==> config.mk <==
export PLATFORM = sky130hd
export DESIGN_NAME = tiny_memory_machine_executor_top
export DESIGN_NICKNAME = d
export VERILOG_FILES = /design/src/rtl/tmme_pkg.sv /design/src/rtl/tmme_ram.sv /design/src/rtl/tmme_alu.sv /design/src/rtl/tiny_memory_machine_executor_top.sv
export SDC_FILE = /design/constraint.sdc
export NUM_CORES = 2
export LEC_CHECK = 0
export BUFFER_PORTS_ARGS = -buffer_cell sky130_fd_sc_hd__buf_2
export CAP_MARGIN = 20
export CORE_ASPECT_RATIO = 0.9
export CORE_UTILIZATION = 40
export CTS_CLUSTER_SIZE = 30
export DETAILED_ROUTE_END_ITERATION = 8
export MAX_ROUTING_LAYER = met4
export PLACE_DENSITY = 0.65
export SLEW_MARGIN = 20
export SYNTH_ARGS = -nofsm -noshare
export SYNTH_HDL_FRONTEND = slang
export SYNTH_SLANG_ARGS = --single-unit
==> constraint.sdc <==
create_clock -name clk -period 12.3 [get_ports clk]
set_input_delay 0 -clock clk [delete_from_list [all_inputs] [get_ports clk]]
set_output_delay 0 -clock clk [all_outputs]
set_load 0.05 [all_outputs]
==> src/rtl/tmme_pkg.sv <==
// shared opcodes, stream field widths and control struct for the tiny memory machine executor
package tmme_pkg;

  // stream field widths
  localparam int unsigned OP_W   = 4;
  localparam int unsigned OPND_W = 4;
  localparam int unsigned IV_W   = 32;
  localparam int unsigned NI_W   = 16;
  localparam int unsigned OV_W   = 32;

  // packed tdata widths, padded to whole bytes
  localparam int unsigned IN_DATA_W  = 48;
  localparam int unsigned OUT_DATA_W = 56;

  typedef enum logic [OP_W-1:0] {
    OP_EXIT     = 4'd0,
    OP_LOAD     = 4'd1,
    OP_SAVE     = 4'd2,
    OP_ADD      = 4'd3,
    OP_SUB      = 4'd4,
    OP_GREATER  = 4'd5,
    OP_LESS     = 4'd6,
    OP_EQUAL    = 4'd7,
    OP_BRANCH   = 4'd8,
    OP_INPUT    = 4'd9,
    OP_OUTPUT   = 4'd10,
    OP_GOTO     = 4'd11,
    OP_PERSIST  = 4'd12,
    OP_RELOAD   = 4'd13,
    OP_CONSTANT = 4'd14,
    OP_MOVE     = 4'd15
  } op_t;

  // decoded effects of one instruction
  typedef struct packed {
    logic ram_we;
    logic store_we;
    logic halt_set;
    logic out_valid;
    logic persist;
    logic reload;
  } ctrl_t;

endpackage

==> src/rtl/tmme_ram.sv <==
// generic single write port ram with registered read
module tmme_ram #(
  parameter int unsigned WIDTH = 32,
  parameter int unsigned DEPTH = 16
) (
  input  logic                     clk,
  input  logic                     we,
  input  logic [$clog2(DEPTH)-1:0] waddr,
  input  logic [WIDTH-1:0]         wdata,
  input  logic                     re,
  input  logic [$clog2(DEPTH)-1:0] raddr,
  output logic [WIDTH-1:0]         rdata
);

  logic [WIDTH-1:0] mem [DEPTH];
  logic [WIDTH-1:0] rdata_r;

  // write port
  always_ff @(posedge clk) begin
    if (we) begin
      mem[waddr] <= wdata;
    end
  end

  // registered read, old data on a same-address write
  always_ff @(posedge clk) begin
    if (re) begin
      rdata_r <= mem[raddr];
    end
  end

  assign rdata = rdata_r;

endmodule

==> src/rtl/tmme_alu.sv <==
// instruction execute logic: operand results, memory writes and counter update
module tmme_alu
  import tmme_pkg::*;
#(
  parameter int unsigned DATA_WIDTH = 32,
  parameter int unsigned PC_WIDTH   = 16,
  parameter int unsigned ADDR_W     = 4
) (
  input  op_t                    op,
  input  logic [OPND_W-1:0]      opnd_a,
  input  logic [OPND_W-1:0]      opnd_b,
  input  logic [OPND_W-1:0]      opnd_c,
  input  logic signed [IV_W-1:0] in_val,
  input  logic [DATA_WIDTH-1:0]  val1,
  input  logic [DATA_WIDTH-1:0]  val2,
  input  logic [DATA_WIDTH-1:0]  store_val,
  input  logic [PC_WIDTH-1:0]    pc,
  input  logic                   stopped,
  output ctrl_t                  ctrl,
  output logic [ADDR_W-1:0]      ram_waddr,
  output logic [DATA_WIDTH-1:0]  ram_wdata,
  output logic [ADDR_W-1:0]      store_waddr,
  output logic [DATA_WIDTH-1:0]  store_wdata,
  output logic [PC_WIDTH-1:0]    pc_next
);

  logic [63:0]           iv_ext;
  logic [DATA_WIDTH-1:0] sum;
  logic [DATA_WIDTH-1:0] diff;
  logic                  gt;
  logic                  lt;

  assign iv_ext = 64'(in_val);
  assign sum    = val1 + val2;
  assign diff   = val1 - val2;
  assign gt     = $signed(val1) > $signed(val2);
  assign lt     = $signed(val2) > $signed(val1);

  // store write always comes from ram[a] into slot b
  assign store_waddr = ADDR_W'(opnd_b);
  assign store_wdata = val1;

  // opcode decode
  always_comb begin
    ctrl      = '0;
    ram_waddr = ADDR_W'(opnd_a);
    ram_wdata = '0;
    pc_next   = pc + PC_WIDTH'(1);
    if (stopped) begin
      pc_next = pc;
    end else begin
      unique case (op)
        OP_EXIT: begin
          ctrl.halt_set = 1'b1;
          pc_next       = pc;
        end
        OP_LOAD: begin
          ctrl.ram_we = 1'b1;
          ram_waddr   = ADDR_W'(opnd_b);
          ram_wdata   = store_val;
        end
        OP_SAVE: begin
          ctrl.store_we = 1'b1;
        end
        OP_ADD: begin
          ctrl.ram_we = 1'b1;
          ram_wdata   = sum;
        end
        OP_SUB: begin
          ctrl.ram_we = 1'b1;
          ram_wdata   = diff;
        end
        OP_GREATER: begin
          ctrl.ram_we = 1'b1;
          ram_wdata   = DATA_WIDTH'(gt);
        end
        OP_LESS: begin
          ctrl.ram_we = 1'b1;
          ram_wdata   = DATA_WIDTH'(lt);
        end
        OP_EQUAL: begin
          ctrl.ram_we = 1'b1;
          ram_wdata   = DATA_WIDTH'(val1 == val2);
        end
        OP_BRANCH: begin
          pc_next = (val1 != '0) ? PC_WIDTH'(opnd_b) : PC_WIDTH'(opnd_c);
        end
        OP_INPUT: begin
          ctrl.ram_we = 1'b1;
          ram_wdata   = DATA_WIDTH'(iv_ext);
        end
        OP_OUTPUT: begin
          ctrl.out_valid = 1'b1;
        end
        OP_GOTO: begin
          pc_next = PC_WIDTH'(opnd_a);
        end
        OP_PERSIST: begin
          ctrl.persist = 1'b1;
        end
        OP_RELOAD: begin
          ctrl.reload = 1'b1;
        end
        OP_CONSTANT: begin
          ctrl.ram_we = 1'b1;
          ram_waddr   = ADDR_W'(opnd_b);
          ram_wdata   = DATA_WIDTH'(opnd_a);
        end
        OP_MOVE: begin
          ctrl.ram_we = 1'b1;
          ram_waddr   = ADDR_W'(opnd_b);
          ram_wdata   = val1;
        end
        default: begin
          pc_next = pc;
        end
      endcase
    end
  end

endmodule

==> src/rtl/tiny_memory_machine_executor_top.sv <==
// Top level of the tiny memory machine executor: operand fetch, execute and result register.
// Each item passes the ram read register, then the result register, to become a result item.
// Throughput: one item per cycle unless out_tready stalls; one write, two working ram reads each.
// A write from the instruction ahead is forwarded to operands read in the same cycle.
// Reset (rst_n low, synchronous) clears counter, halt flag, pipeline valids and per-entry
// valid bits, so both memories read as zero right after reset with no clearing pass.
module tiny_memory_machine_executor_top
  import tmme_pkg::*;
#(
  parameter int unsigned MEM_DEPTH  = 16,
  parameter int unsigned DATA_WIDTH = 32,
  parameter int unsigned PC_WIDTH   = 16
) (
  input  logic                  clk,
  input  logic                  rst_n,
  input  logic                  in_tvalid,
  output logic                  in_tready,
  // mode[3:0], operand_first[7:4], operand_second[11:8], operand_third[15:12],
  // input_value[47:16]
  input  logic [IN_DATA_W-1:0]  in_tdata,
  output logic                  out_tvalid,
  input  logic                  out_tready,
  // next_instruction[15:0], halted[16], out_valid[17], out_value[49:18],
  // persist_request[50], reload_request[51], zero pad[55:52]
  output logic [OUT_DATA_W-1:0] out_tdata
);

  localparam int unsigned AW = $clog2(MEM_DEPTH);

  // input fields
  op_t               in_mode;
  logic [OPND_W-1:0] in_a;
  logic [OPND_W-1:0] in_b;
  logic [OPND_W-1:0] in_c;
  logic [IV_W-1:0]   in_iv;
  logic [AW-1:0]     rd1_addr;
  logic [AW-1:0]     rd2_addr;
  logic [AW-1:0]     st_raddr;
  logic              in_fire;

  assign in_mode  = op_t'(in_tdata[3:0]);
  assign in_a     = in_tdata[7:4];
  assign in_b     = in_tdata[11:8];
  assign in_c     = in_tdata[15:12];
  assign in_iv    = in_tdata[47:16];
  assign rd2_addr = AW'(in_c);
  assign st_raddr = AW'(in_a);

  // first read port address select
  always_comb begin
    unique case (in_mode) inside
      OP_BRANCH, OP_OUTPUT, OP_SAVE, OP_MOVE: rd1_addr = AW'(in_a);
      default:                                rd1_addr = AW'(in_b);
    endcase
  end

  // execute stage registers
  logic              s1_vld_r;
  op_t               s1_op_r;
  logic [OPND_W-1:0] s1_a_r;
  logic [OPND_W-1:0] s1_b_r;
  logic [OPND_W-1:0] s1_c_r;
  logic [IV_W-1:0]   s1_iv_r;
  logic [AW-1:0]     s1_ra1_r;
  logic [AW-1:0]     s1_ra2_r;
  logic [AW-1:0]     s1_sra_r;
  logic              rd1_vld_r;
  logic              rd2_vld_r;
  logic              st_vld_r;

  // machine state
  logic [PC_WIDTH-1:0] pc_r;
  logic                stop_r;
  logic [MEM_DEPTH-1:0] ram_vld_r;
  logic [MEM_DEPTH-1:0] st_vld_bits_r;

  // forwarding of the write done in the cycle an item was read
  logic                  byp_ram_vld_r;
  logic [AW-1:0]         byp_ram_addr_r;
  logic [DATA_WIDTH-1:0] byp_ram_data_r;
  logic                  byp_st_vld_r;
  logic [AW-1:0]         byp_st_addr_r;
  logic [DATA_WIDTH-1:0] byp_st_data_r;

  // result register
  logic                out_vld_r;
  logic [NI_W-1:0]     res_ni_r;
  logic                res_halt_r;
  logic                res_ov_r;
  logic [OV_W-1:0]     res_oval_r;
  logic                res_pr_r;
  logic                res_rr_r;

  logic s1_fire;

  assign s1_fire   = s1_vld_r && (!out_vld_r || out_tready);
  assign in_tready = !s1_vld_r || s1_fire;
  assign in_fire   = in_tvalid && in_tready;

  // execute signals
  logic [DATA_WIDTH-1:0] q1;
  logic [DATA_WIDTH-1:0] q2;
  logic [DATA_WIDTH-1:0] qs;
  logic [DATA_WIDTH-1:0] val1;
  logic [DATA_WIDTH-1:0] val2;
  logic [DATA_WIDTH-1:0] store_val;
  ctrl_t                 ctrl;
  logic [AW-1:0]         ram_waddr;
  logic [DATA_WIDTH-1:0] ram_wdata;
  logic [AW-1:0]         st_waddr;
  logic [DATA_WIDTH-1:0] st_wdata;
  logic [PC_WIDTH-1:0]   pc_nxt;
  logic                  ram_we;
  logic                  st_we;

  assign ram_we = s1_fire && ctrl.ram_we;
  assign st_we  = s1_fire && ctrl.store_we;

  // working ram, one copy per read port
  tmme_ram #(.WIDTH(DATA_WIDTH), .DEPTH(MEM_DEPTH)) u_ram1 (
    .clk(clk), .we(ram_we), .waddr(ram_waddr), .wdata(ram_wdata),
    .re(in_fire), .raddr(rd1_addr), .rdata(q1)
  );

  tmme_ram #(.WIDTH(DATA_WIDTH), .DEPTH(MEM_DEPTH)) u_ram2 (
    .clk(clk), .we(ram_we), .waddr(ram_waddr), .wdata(ram_wdata),
    .re(in_fire), .raddr(rd2_addr), .rdata(q2)
  );

  // storage memory
  tmme_ram #(.WIDTH(DATA_WIDTH), .DEPTH(MEM_DEPTH)) u_store (
    .clk(clk), .we(st_we), .waddr(st_waddr), .wdata(st_wdata),
    .re(in_fire), .raddr(st_raddr), .rdata(qs)
  );

  // operand select: forwarded write, then stored entry, else reset value
  always_comb begin
    if (byp_ram_vld_r && byp_ram_addr_r == s1_ra1_r) begin
      val1 = byp_ram_data_r;
    end else begin
      val1 = rd1_vld_r ? q1 : '0;
    end
    if (byp_ram_vld_r && byp_ram_addr_r == s1_ra2_r) begin
      val2 = byp_ram_data_r;
    end else begin
      val2 = rd2_vld_r ? q2 : '0;
    end
    if (byp_st_vld_r && byp_st_addr_r == s1_sra_r) begin
      store_val = byp_st_data_r;
    end else begin
      store_val = st_vld_r ? qs : '0;
    end
  end

  tmme_alu #(.DATA_WIDTH(DATA_WIDTH), .PC_WIDTH(PC_WIDTH), .ADDR_W(AW)) u_alu (
    .op(s1_op_r), .opnd_a(s1_a_r), .opnd_b(s1_b_r), .opnd_c(s1_c_r),
    .in_val(s1_iv_r), .val1(val1), .val2(val2), .store_val(store_val),
    .pc(pc_r), .stopped(stop_r), .ctrl(ctrl), .ram_waddr(ram_waddr),
    .ram_wdata(ram_wdata), .store_waddr(st_waddr), .store_wdata(st_wdata),
    .pc_next(pc_nxt)
  );

  // pipeline control and machine state
  always_ff @(posedge clk) begin
    if (!rst_n) begin
      s1_vld_r      <= 1'b0;
      out_vld_r     <= 1'b0;
      pc_r          <= '0;
      stop_r        <= 1'b0;
      ram_vld_r     <= '0;
      st_vld_bits_r <= '0;
      byp_ram_vld_r <= 1'b0;
      byp_st_vld_r  <= 1'b0;
    end else begin
      if (in_tready) begin
        s1_vld_r <= in_tvalid;
      end
      if (s1_fire) begin
        out_vld_r <= 1'b1;
      end else if (out_tready) begin
        out_vld_r <= 1'b0;
      end
      if (s1_fire) begin
        pc_r   <= pc_nxt;
        stop_r <= stop_r || ctrl.halt_set;
      end
      if (ram_we) begin
        ram_vld_r[ram_waddr] <= 1'b1;
      end
      if (st_we) begin
        st_vld_bits_r[st_waddr] <= 1'b1;
      end
      if (in_fire) begin
        byp_ram_vld_r <= ram_we;
        byp_st_vld_r  <= st_we;
      end
    end
  end

  // execute stage payload, forwarded data and read-time valid bits
  always_ff @(posedge clk) begin
    if (in_fire) begin
      s1_op_r        <= in_mode;
      s1_a_r         <= in_a;
      s1_b_r         <= in_b;
      s1_c_r         <= in_c;
      s1_iv_r        <= in_iv;
      s1_ra1_r       <= rd1_addr;
      s1_ra2_r       <= rd2_addr;
      s1_sra_r       <= st_raddr;
      rd1_vld_r      <= ram_vld_r[rd1_addr];
      rd2_vld_r      <= ram_vld_r[rd2_addr];
      st_vld_r       <= st_vld_bits_r[st_raddr];
      byp_ram_addr_r <= ram_waddr;
      byp_ram_data_r <= ram_wdata;
      byp_st_addr_r  <= st_waddr;
      byp_st_data_r  <= st_wdata;
    end
  end

  // result payload
  always_ff @(posedge clk) begin
    if (s1_fire) begin
      res_ni_r   <= NI_W'(32'(pc_nxt));
      res_halt_r <= stop_r || ctrl.halt_set;
      res_ov_r   <= ctrl.out_valid;
      res_oval_r <= ctrl.out_valid ? OV_W'(64'(val1)) : '0;
      res_pr_r   <= ctrl.persist;
      res_rr_r   <= ctrl.reload;
    end
  end

  assign out_tvalid = out_vld_r;
  assign out_tdata  = {4'b0, res_rr_r, res_pr_r, res_oval_r, res_ov_r, res_halt_r, res_ni_r};

`ifndef ASSERT_OFF
  a_halt_sticky: assert property (@(posedge clk) disable iff (!rst_n)
    stop_r |=> stop_r)
    else $error("halt flag cleared after exit");

  a_halted_quiet: assert property (@(posedge clk) disable iff (!rst_n)
    s1_fire && stop_r |-> !ram_we && !st_we && pc_nxt == pc_r)
    else $error("halted machine changed state");

  a_halted_flags: assert property (@(posedge clk) disable iff (!rst_n)
    out_vld_r && res_halt_r |-> !res_ov_r && !res_pr_r && !res_rr_r)
    else $error("flags raised on halted result");

  a_bypass_src: assert property (@(posedge clk) disable iff (!rst_n)
    in_fire && (ram_we || st_we) |=> s1_vld_r && (byp_ram_vld_r || byp_st_vld_r))
    else $error("write in read cycle not forwarded");
`endif

endmodule
Yosys cells after proc, flatten, opt, wreduce, memory -nomap -nowiden
Memories as Yosys holds them, arrays and structs flattened. A register that Yosys moved wholly into a read port is not among the register bits.
Cells that the tools add are included.
- bits in registers: 232
- latch bits: 0
- memory bits (writable): 1536
- bits in read-only memories: 0
- input bits: 52
- output and inout bits: 58
- memories: 3
- memories (memory ; depth ; bits a word ; rd ports ; clocked after Yosys merged registers in ; wr ports ; RTL line ; text):
    u_ram1.mem ; 16 ; 32 ; 1 ; 1 ; 1 ; tmme_ram.sv:15 ; logic [WIDTH-1:0] mem [DEPTH];
    u_ram2.mem ; 16 ; 32 ; 1 ; 1 ; 1 ; tmme_ram.sv:15 ;
    u_store.mem ; 16 ; 32 ; 1 ; 1 ; 1 ; tmme_ram.sv:15 ;
- $add $sub $neg: 3
- multipliers: 0
- divide/modulo/power cells: 0
- order comparisons: 9
- equal/unequal tests: 23
- shift-type cells: 0
- muxes and demuxes: 37
- bitwise gates (word level): 2
- reduce and logical (&&, ||, !) cells: 20
- operator list (kind ; count):
    $pmux 32 s9 ; 1
    $mux 32 ; 7
    $gt 32x32->1 ; 2
    $pmux 16 s3 ; 1
    $eq 4x4->1 const B ; 11
    $add 32x32->32 ; 1
    $eq 32x32->1 ; 1
    $or 16x16->16 ; 2
    $reduce_bool 32->1 ; 1
    $sub 32x32->32 ; 1
    $lt 4x5->1 const B ; 5
    $mux 1 ; 17
    $add 16x1->16 const B ; 1
    $eq 4x3->1 const B ; 4
    $mux 16 ; 1
    $mux 4 ; 4
    $bmux 1 s4 ; 3
    $eq 4x2->1 const B ; 3
    $eq 4x4->1 ; 3
    $logic_and 1x1->1 ; 9
    $reduce_or 9->1 ; 1
    $demux 1 s4 ; 2
    $ge 4x1->1 const B ; 2
    $mux 6 ; 1
    7 further kinds ; 10

Depth between registers and ports, before layout
- word-level depth: 9
- mapped depth: 19

Cells and area by module
From an unflattened synthesis, not the netlist that was laid out.
- cell total of the unflattened synthesis: 4272
- area, all modules: 76354.5 µm²
- by module, submodules not included (module ; instances ; cells an instance ; area each (µm²) ; seq. area each (µm²)):
    tmme_ram ; 3 ; 838 ; 20174.3 ; 16335.7
    tiny_memory_machine_executor_top ; 1 ; 805 ; 9526.6 ; 6436.2
    tmme_alu ; 1 ; 953 ; 6304.8 ; 0.0

Worst setup path after synthesis
No wires, ideal clock.
- kind: register to register
- start point: reg out_vld_r, in the netlist out_tvalid
- end point: reg byp_ram_addr_r[0], enable pin
- setup time: 0.573 ns
- data arrival time: 5.543 ns
- required time: 11.727 ns
- setup slack: 6.184 ns
- stages on the path, launching flop included: 5
- period minus slack after synthesis: 6.116 ns
- cells stage by stage: dfxtp_1 nor2b_1 nand2_1 nand2_1 inv_1
- longest elaborated chain between the ends: 5
- RTL lines (what ; RTL line ; text):
    from (decl) ; tiny_memory_machine_executor_top.sv:86 ; logic out_vld_r;
    from (signal assigned) ; tiny_memory_machine_executor_top.sv:167 ; out_vld_r <= 1'b0;
    from (signal assigned) ; tiny_memory_machine_executor_top.sv:179 ; out_vld_r <= 1'b1;
    from (signal assigned) ; tiny_memory_machine_executor_top.sv:181 ; out_vld_r <= 1'b0;
    $logic_not 1->1 ; tiny_memory_machine_executor_top.sv:96 ; assign s1_fire = s1_vld_r && (!out_vld_r || out_tready);
    $logic_or 1x1->1 ; tiny_memory_machine_executor_top.sv:96 ;
    $logic_and 1x1->1 ; tiny_memory_machine_executor_top.sv:96 ;
    $logic_or 1x1->1 ; tiny_memory_machine_executor_top.sv:97 ; assign in_tready = !s1_vld_r || s1_fire;
    named net in_tready ; tiny_memory_machine_executor_top.sv:17 ; output logic in_tready,
    $logic_and 1x1->1 ; tiny_memory_machine_executor_top.sv:98 ; assign in_fire = in_tvalid && in_tready;
    named net in_fire ; tiny_memory_machine_executor_top.sv:39 ; logic in_fire;
    to (signal assigned) ; tiny_memory_machine_executor_top.sv:214 ; byp_ram_addr_r <= ram_waddr;
    to (decl) ; tiny_memory_machine_executor_top.sv:79 ; logic [AW-1:0] byp_ram_addr_r;
The timed path passes the listed nets, and every way through them passes these cells.
A chain may end at the register's enable or synchronous reset.

Worst setup path after layout
- start point: reg byp_ram_addr_r[2]
- end point: mem u_ram2.mem[11][28], data pin
- longest elaborated chain between the ends: 6
- RTL lines (what ; RTL line ; text):
    $eq 4x4->1 * ; tiny_memory_machine_executor_top.sv:138 ; if (byp_ram_vld_r && byp_ram_addr_r == s1_ra1_r) begin
    $logic_and 1x1->1 * ; tiny_memory_machine_executor_top.sv:138 ;
    $mux 32 * ; tiny_memory_machine_executor_top.sv:138 ;
    named net st_wdata[0] ; tiny_memory_machine_executor_top.sv:111 ; logic [DATA_WIDTH-1:0] st_wdata;
    $sub 32x32->32 or $add 32x32->32 (tied branches) ; tmme_alu.sv:35, tmme_alu.sv:34 ;
    $pmux 32 s9 * ; tmme_alu.sv:52 ; unique case (op)
    $mux 32 * ; tmme_alu.sv:49 ; if (stopped) begin
    named net ram_wdata[28] ; tiny_memory_machine_executor_top.sv:109 ; logic [DATA_WIDTH-1:0] ram_wdata;
    to (decl) ; tmme_ram.sv:15 ;
Mark *: on every way through the listed nets, which the timed path passes. The rest lies on a longest branch.

==> flow_metrics.py <==
metrics = {
    "run_status": {
        "run_status": "complete, no violations",
    },
    "cts": {
        "clk-insertion-delay-late_ns": 0.79,
        "cts-buffers-inserted": 139,
        "cts_setup_buffers": 0,
        "cts-htree-levels": 4,
        "cts.clk_slew.worst_paths_ns": 0.06,
        "tritoncts": "yes",
        "numClockSinks": 1352,
        "root_buffer": "clkbuf_16",
        "clock_path_buffers": 3,
        "post_cts.resized_instances": 0,
    },
    "pwr": {
        "clkPwrFrac": 0.398,
        "powerDensity_nw_per_um2": 153,
        "leakagePower_uw": 0.0230,
        "internal_power_uw": 7990,
        "irDropWorstVdd_uv": 98.9,
        "sequentialPowerShare": 0.500,
        "share_comb_of_total_power": 0.102,
        "fraction_of_power_spent_switching_nets": 0.243,
        "switching_power_uw": 2570,
    },
    "yosys": {
        "postSynth.asyncResetShare": 0,
        "number_of_instances_in_the_synthesized_netlist": 3625,
        "yosys_warnings": 0,
        "synth.cell_area_um2": 60800,
        "flip_flop_and_latch_count_after_synthesis": 1352,
        "post_synth_num_cell_types": 92,
        "avgSynthCellArea_um2": 16.8,
        "seq_area_frac_synth": 0.659,
        "synth-edff-count": 1299,
        "synth_top_flop_cell": "edfxtp_1",
    },
    "sta": {
        "maxSlewHeadroom": 0.255,
        "final.min_clock_period_ns": 6.02,
        "timing_hold_violations_final": 0,
        "maxClockFrequency_mhz": 166,
        "post-route-period-util": 0.489,
        "max_slew.worst_pin.slew_ns": 1.09,
        "grt_setup_unrepaired": "no",
        "final.setup.tns_ns": 0,
        "timing.final.max_slew_violations": 0,
        "timing.clock.skew_ns": 0.0338,
        "timing.final.setup_violations": 0,
    },
    "routing": {
        "drcViolationCount": 0,
        "finalWirelength_um": 174000,
        "route.vias.total": 36200,
        "detail_routed_via_count_per_cell": 6.11,
        "drt-initial-drc-count": 4701,
        "drtAntennaViolNets": 0,
        "drt-pass1-iter-count": 5,
        "route.detailed.wl_per_inst_um": 29.4,
    },
    "finish": {
        "fin_util": 0.460,
        "flow.area_growth_from_synthesis_pct": 13.8,
        "final_net_count": 3967,
        "share_of_final_layout_standard_cells_stronger_than_drive_strength_1": 0.242,
    },
    "grt": {
        "grt.total_usage": 0.233,
        "grt_antenna_before_repair": 7,
        "via_count_of_the_first_global_routing_pass": 35300,
        "maximum_number_of_pins_on_one_net_before_global_route_repair": 116,
        "grt-ovfl-total": 0,
        "grt_first_pass_wirelength_um": 250000,
    },
    "worst_hold_path": {
        "hold_path.class": "in2reg",
    },
    "die": {
        "coreArea_um2": 151000,
        "floorplan.rows": 135,
        "dieWidth_um": 413,
        "floorplan.initialDensity": 0.404,
        "fp.dieH_um": 372,
        "die_footprint_um2": 154000,
        "floorplan.io_pins": 110,
    },
    "placement": {
        "port-buffer-count": 105,
        "dp_hpwl_um": 100000,
        "gpl.final_weighted_congestion": 0.928,
    },
    "critical_path": {
        "r2r.worst_path.cells": 18,
        "r2r_slack_ns": 6.28,
        "endpoint": "u_ram2.mem[11][28]",
        "critPathKind": "reg2reg",
        "start_kind": "flop",
        "worst_setup_path_end_kind": "flop",
        "crit-reg2reg-capture": "u_ram2.mem[11][28]",
        "timing.critical_path.arrival_ns": 6.48,
        "worst-endpoint-required_ns": 12.77,
        "worst-path-max-fanout": 44,
        "worst_r2r_startpoint": "byp_ram_addr_r[2]",
        "critPathLaunch": "byp_ram_addr_r[2]",
    },
    "job": {
        "max_cap_violations": 0,
    },
}
## layout by cell type (no fill, tap or decap), drive strengths merged, types with 53 or more instances in the layout
cell type	Yosys	layout
edfxtp	1299	1299
nand2	332	332
mux4	461	461
buf	85	196
clkinv	1	56
clkbuf	153	166
a21oi	170	170
dlygate4sd3	0	93
nor2	164	164
nand3	55	55
dfxtp	53	53
and3	73	73
inv	117	125
ha	96	96
o21ai	94	94
## sequential cells by signal (all words and copies together), names as in the netlist, 32 cells and up
| signal | cells |
|---|---|
| byp_ram_data_r | 32 |
| byp_st_data_r | 32 |
| res_oval_r | 32 |
| s1_iv_r | 32 |
| u_ram1.rdata | 32 |
| u_ram2.mem | 512 |
| u_ram2.rdata | 32 |
| u_store.mem | 512 |
| u_store.rdata | 32 |
## how the worst min path moves through the flow
stage / start / to / depth (start not counted)
4_1_cts: in_tvalid / s1_vld_r / 4
2_1_floorplan: in_tdata[8] / s1_b_r[0] / 0
5_1_grt: in_tvalid / s1_vld_r / 4
3_5_place_dp: in_tdata[36] / s1_iv_r[20] / 1
6_report: in_tvalid / s1_vld_r / 4
3_3_place_gp: in_tdata[23] / s1_iv_r[7] / 1
## power groups by stage
stage	Combinational [µW]	Sequential (µW)	Clock, µW
floorplan	700	5360	0
global placement	1030	5380	0
finish	1080	5280	4200
CTS	1060	5280	4270
detailed placement	1040	5380	0
global route	1150	5280	4430
## routing by layer
metal,vias up,track usage,part of all wire
li1,14900,-,-
met1,19000,0.337,0.43
met2,1890,0.339,0.45
met3,292,0.0397,0.093
met4,0,0.0691,0.028
met5,-,-,0
## synthesized netlist by cell type, drive strengths merged, types with 10 or more instances
| master | number | area [µm²] |
|---|---|---|
| nand3 | 55 | 280 |
| nand2 | 332 | 1250 |
| mux4 | 461 | 10400 |
| clkbuf | 153 | 588 |
| nor3 | 30 | 160 |
| o21ai | 94 | 485 |
| a21boi | 12 | 90.1 |
| nand2b | 12 | 75.1 |
| a221oi | 28 | 251 |
| ha | 96 | 1200 |
| mux2i | 19 | 190 |
| a221o | 15 | 151 |
| xor2 | 18 | 158 |
| dfxtp | 53 | 1060 |
| o22ai | 17 | 106 |
| nand4 | 15 | 93.8 |
| nor2b | 20 | 125 |
| o21bai | 19 | 146 |
| o221ai | 11 | 96.3 |
| edfxtp | 1299 | 39000 |
| o211ai | 10 | 75.1 |
| nor4 | 25 | 156 |
| buf | 85 | 529 |
| a21oi | 170 | 855 |
| a31oi | 47 | 300 |
| inv | 117 | 439 |
| a21o | 18 | 135 |
| xnor2 | 13 | 114 |
| nor2 | 164 | 616 |
| and3 | 73 | 457 |
| o21a | 47 | 353 |
## per-stage QoR
stage          power, µW  hold WS (ns)  area (µm²)  setup WS [ns]  instances
2_1_floorplan       6060        0.0989       60800           6.18       3628
3_3_place_gp        6400         0.178       63700           6.17       5569
3_5_place_dp        6410         0.178       63700           6.05       5569
4_1_cts            10600        0.0743       69200           6.05       5913
5_1_grt            10900         0.182       69200           5.84       5917
6_report           10600         0.148       69200           6.28       5917
## cell families (layout without fill, tap and decap cells)
kind of cell	after synthesis	after routing	synth area share
AO/OA/AOI/OAI	549	549	0.0601
XOR/XNOR	31	31	0.00446
adder cells (fa/ha/maj)	98	98	0.0204
buffers and inverters	359	658	0.0261
flip-flops	1352	1352	0.659
multiplexers	484	484	0.175
other	1	8	0.0000616
AND/OR/NAND/NOR	751	751	0.0556
## worst max-delay path: stages, from the launching register on
cell and delay (ns):
edfxtp_1 0.42, xor2_1 0.19, nor3_1 0.29, and3_1 0.21, buf_4 0.43, a21oi_1 0.30
inv_1 0.50, ha_1 0.28, inv_1 0.06, fa_1 0.43, o21bai_1 0.30, a2111oi_2 0.14
nor2_1 0.29, o21ai_4 0.16, a22oi_2 0.32, a221oi_2 0.15, o41ai_1 0.38, nand3_1 0.18
a21oi_2 0.62
## layout make-up
cell class              instances  area (µm²)
inverters                     118         455
flip-flops and latches       1352       40100
fillers                     12800       81400
repair buffers                289        2170
clock buffers                 166        3580
well taps                    1986        2480
diodes                          4        10.0
clock inverters                85         925
multi-input cells            1917       19500
## repair_timing
| action | 4_1_cts | 5_1_grt |
|---|---|---|
| hold endpoints to repair | 106 | 0 |
| setup endpoints to repair | 0 | 0 |
| hold buffers | 93 | 0 |
Note: power is estimated with default switching activity, not from simulation.
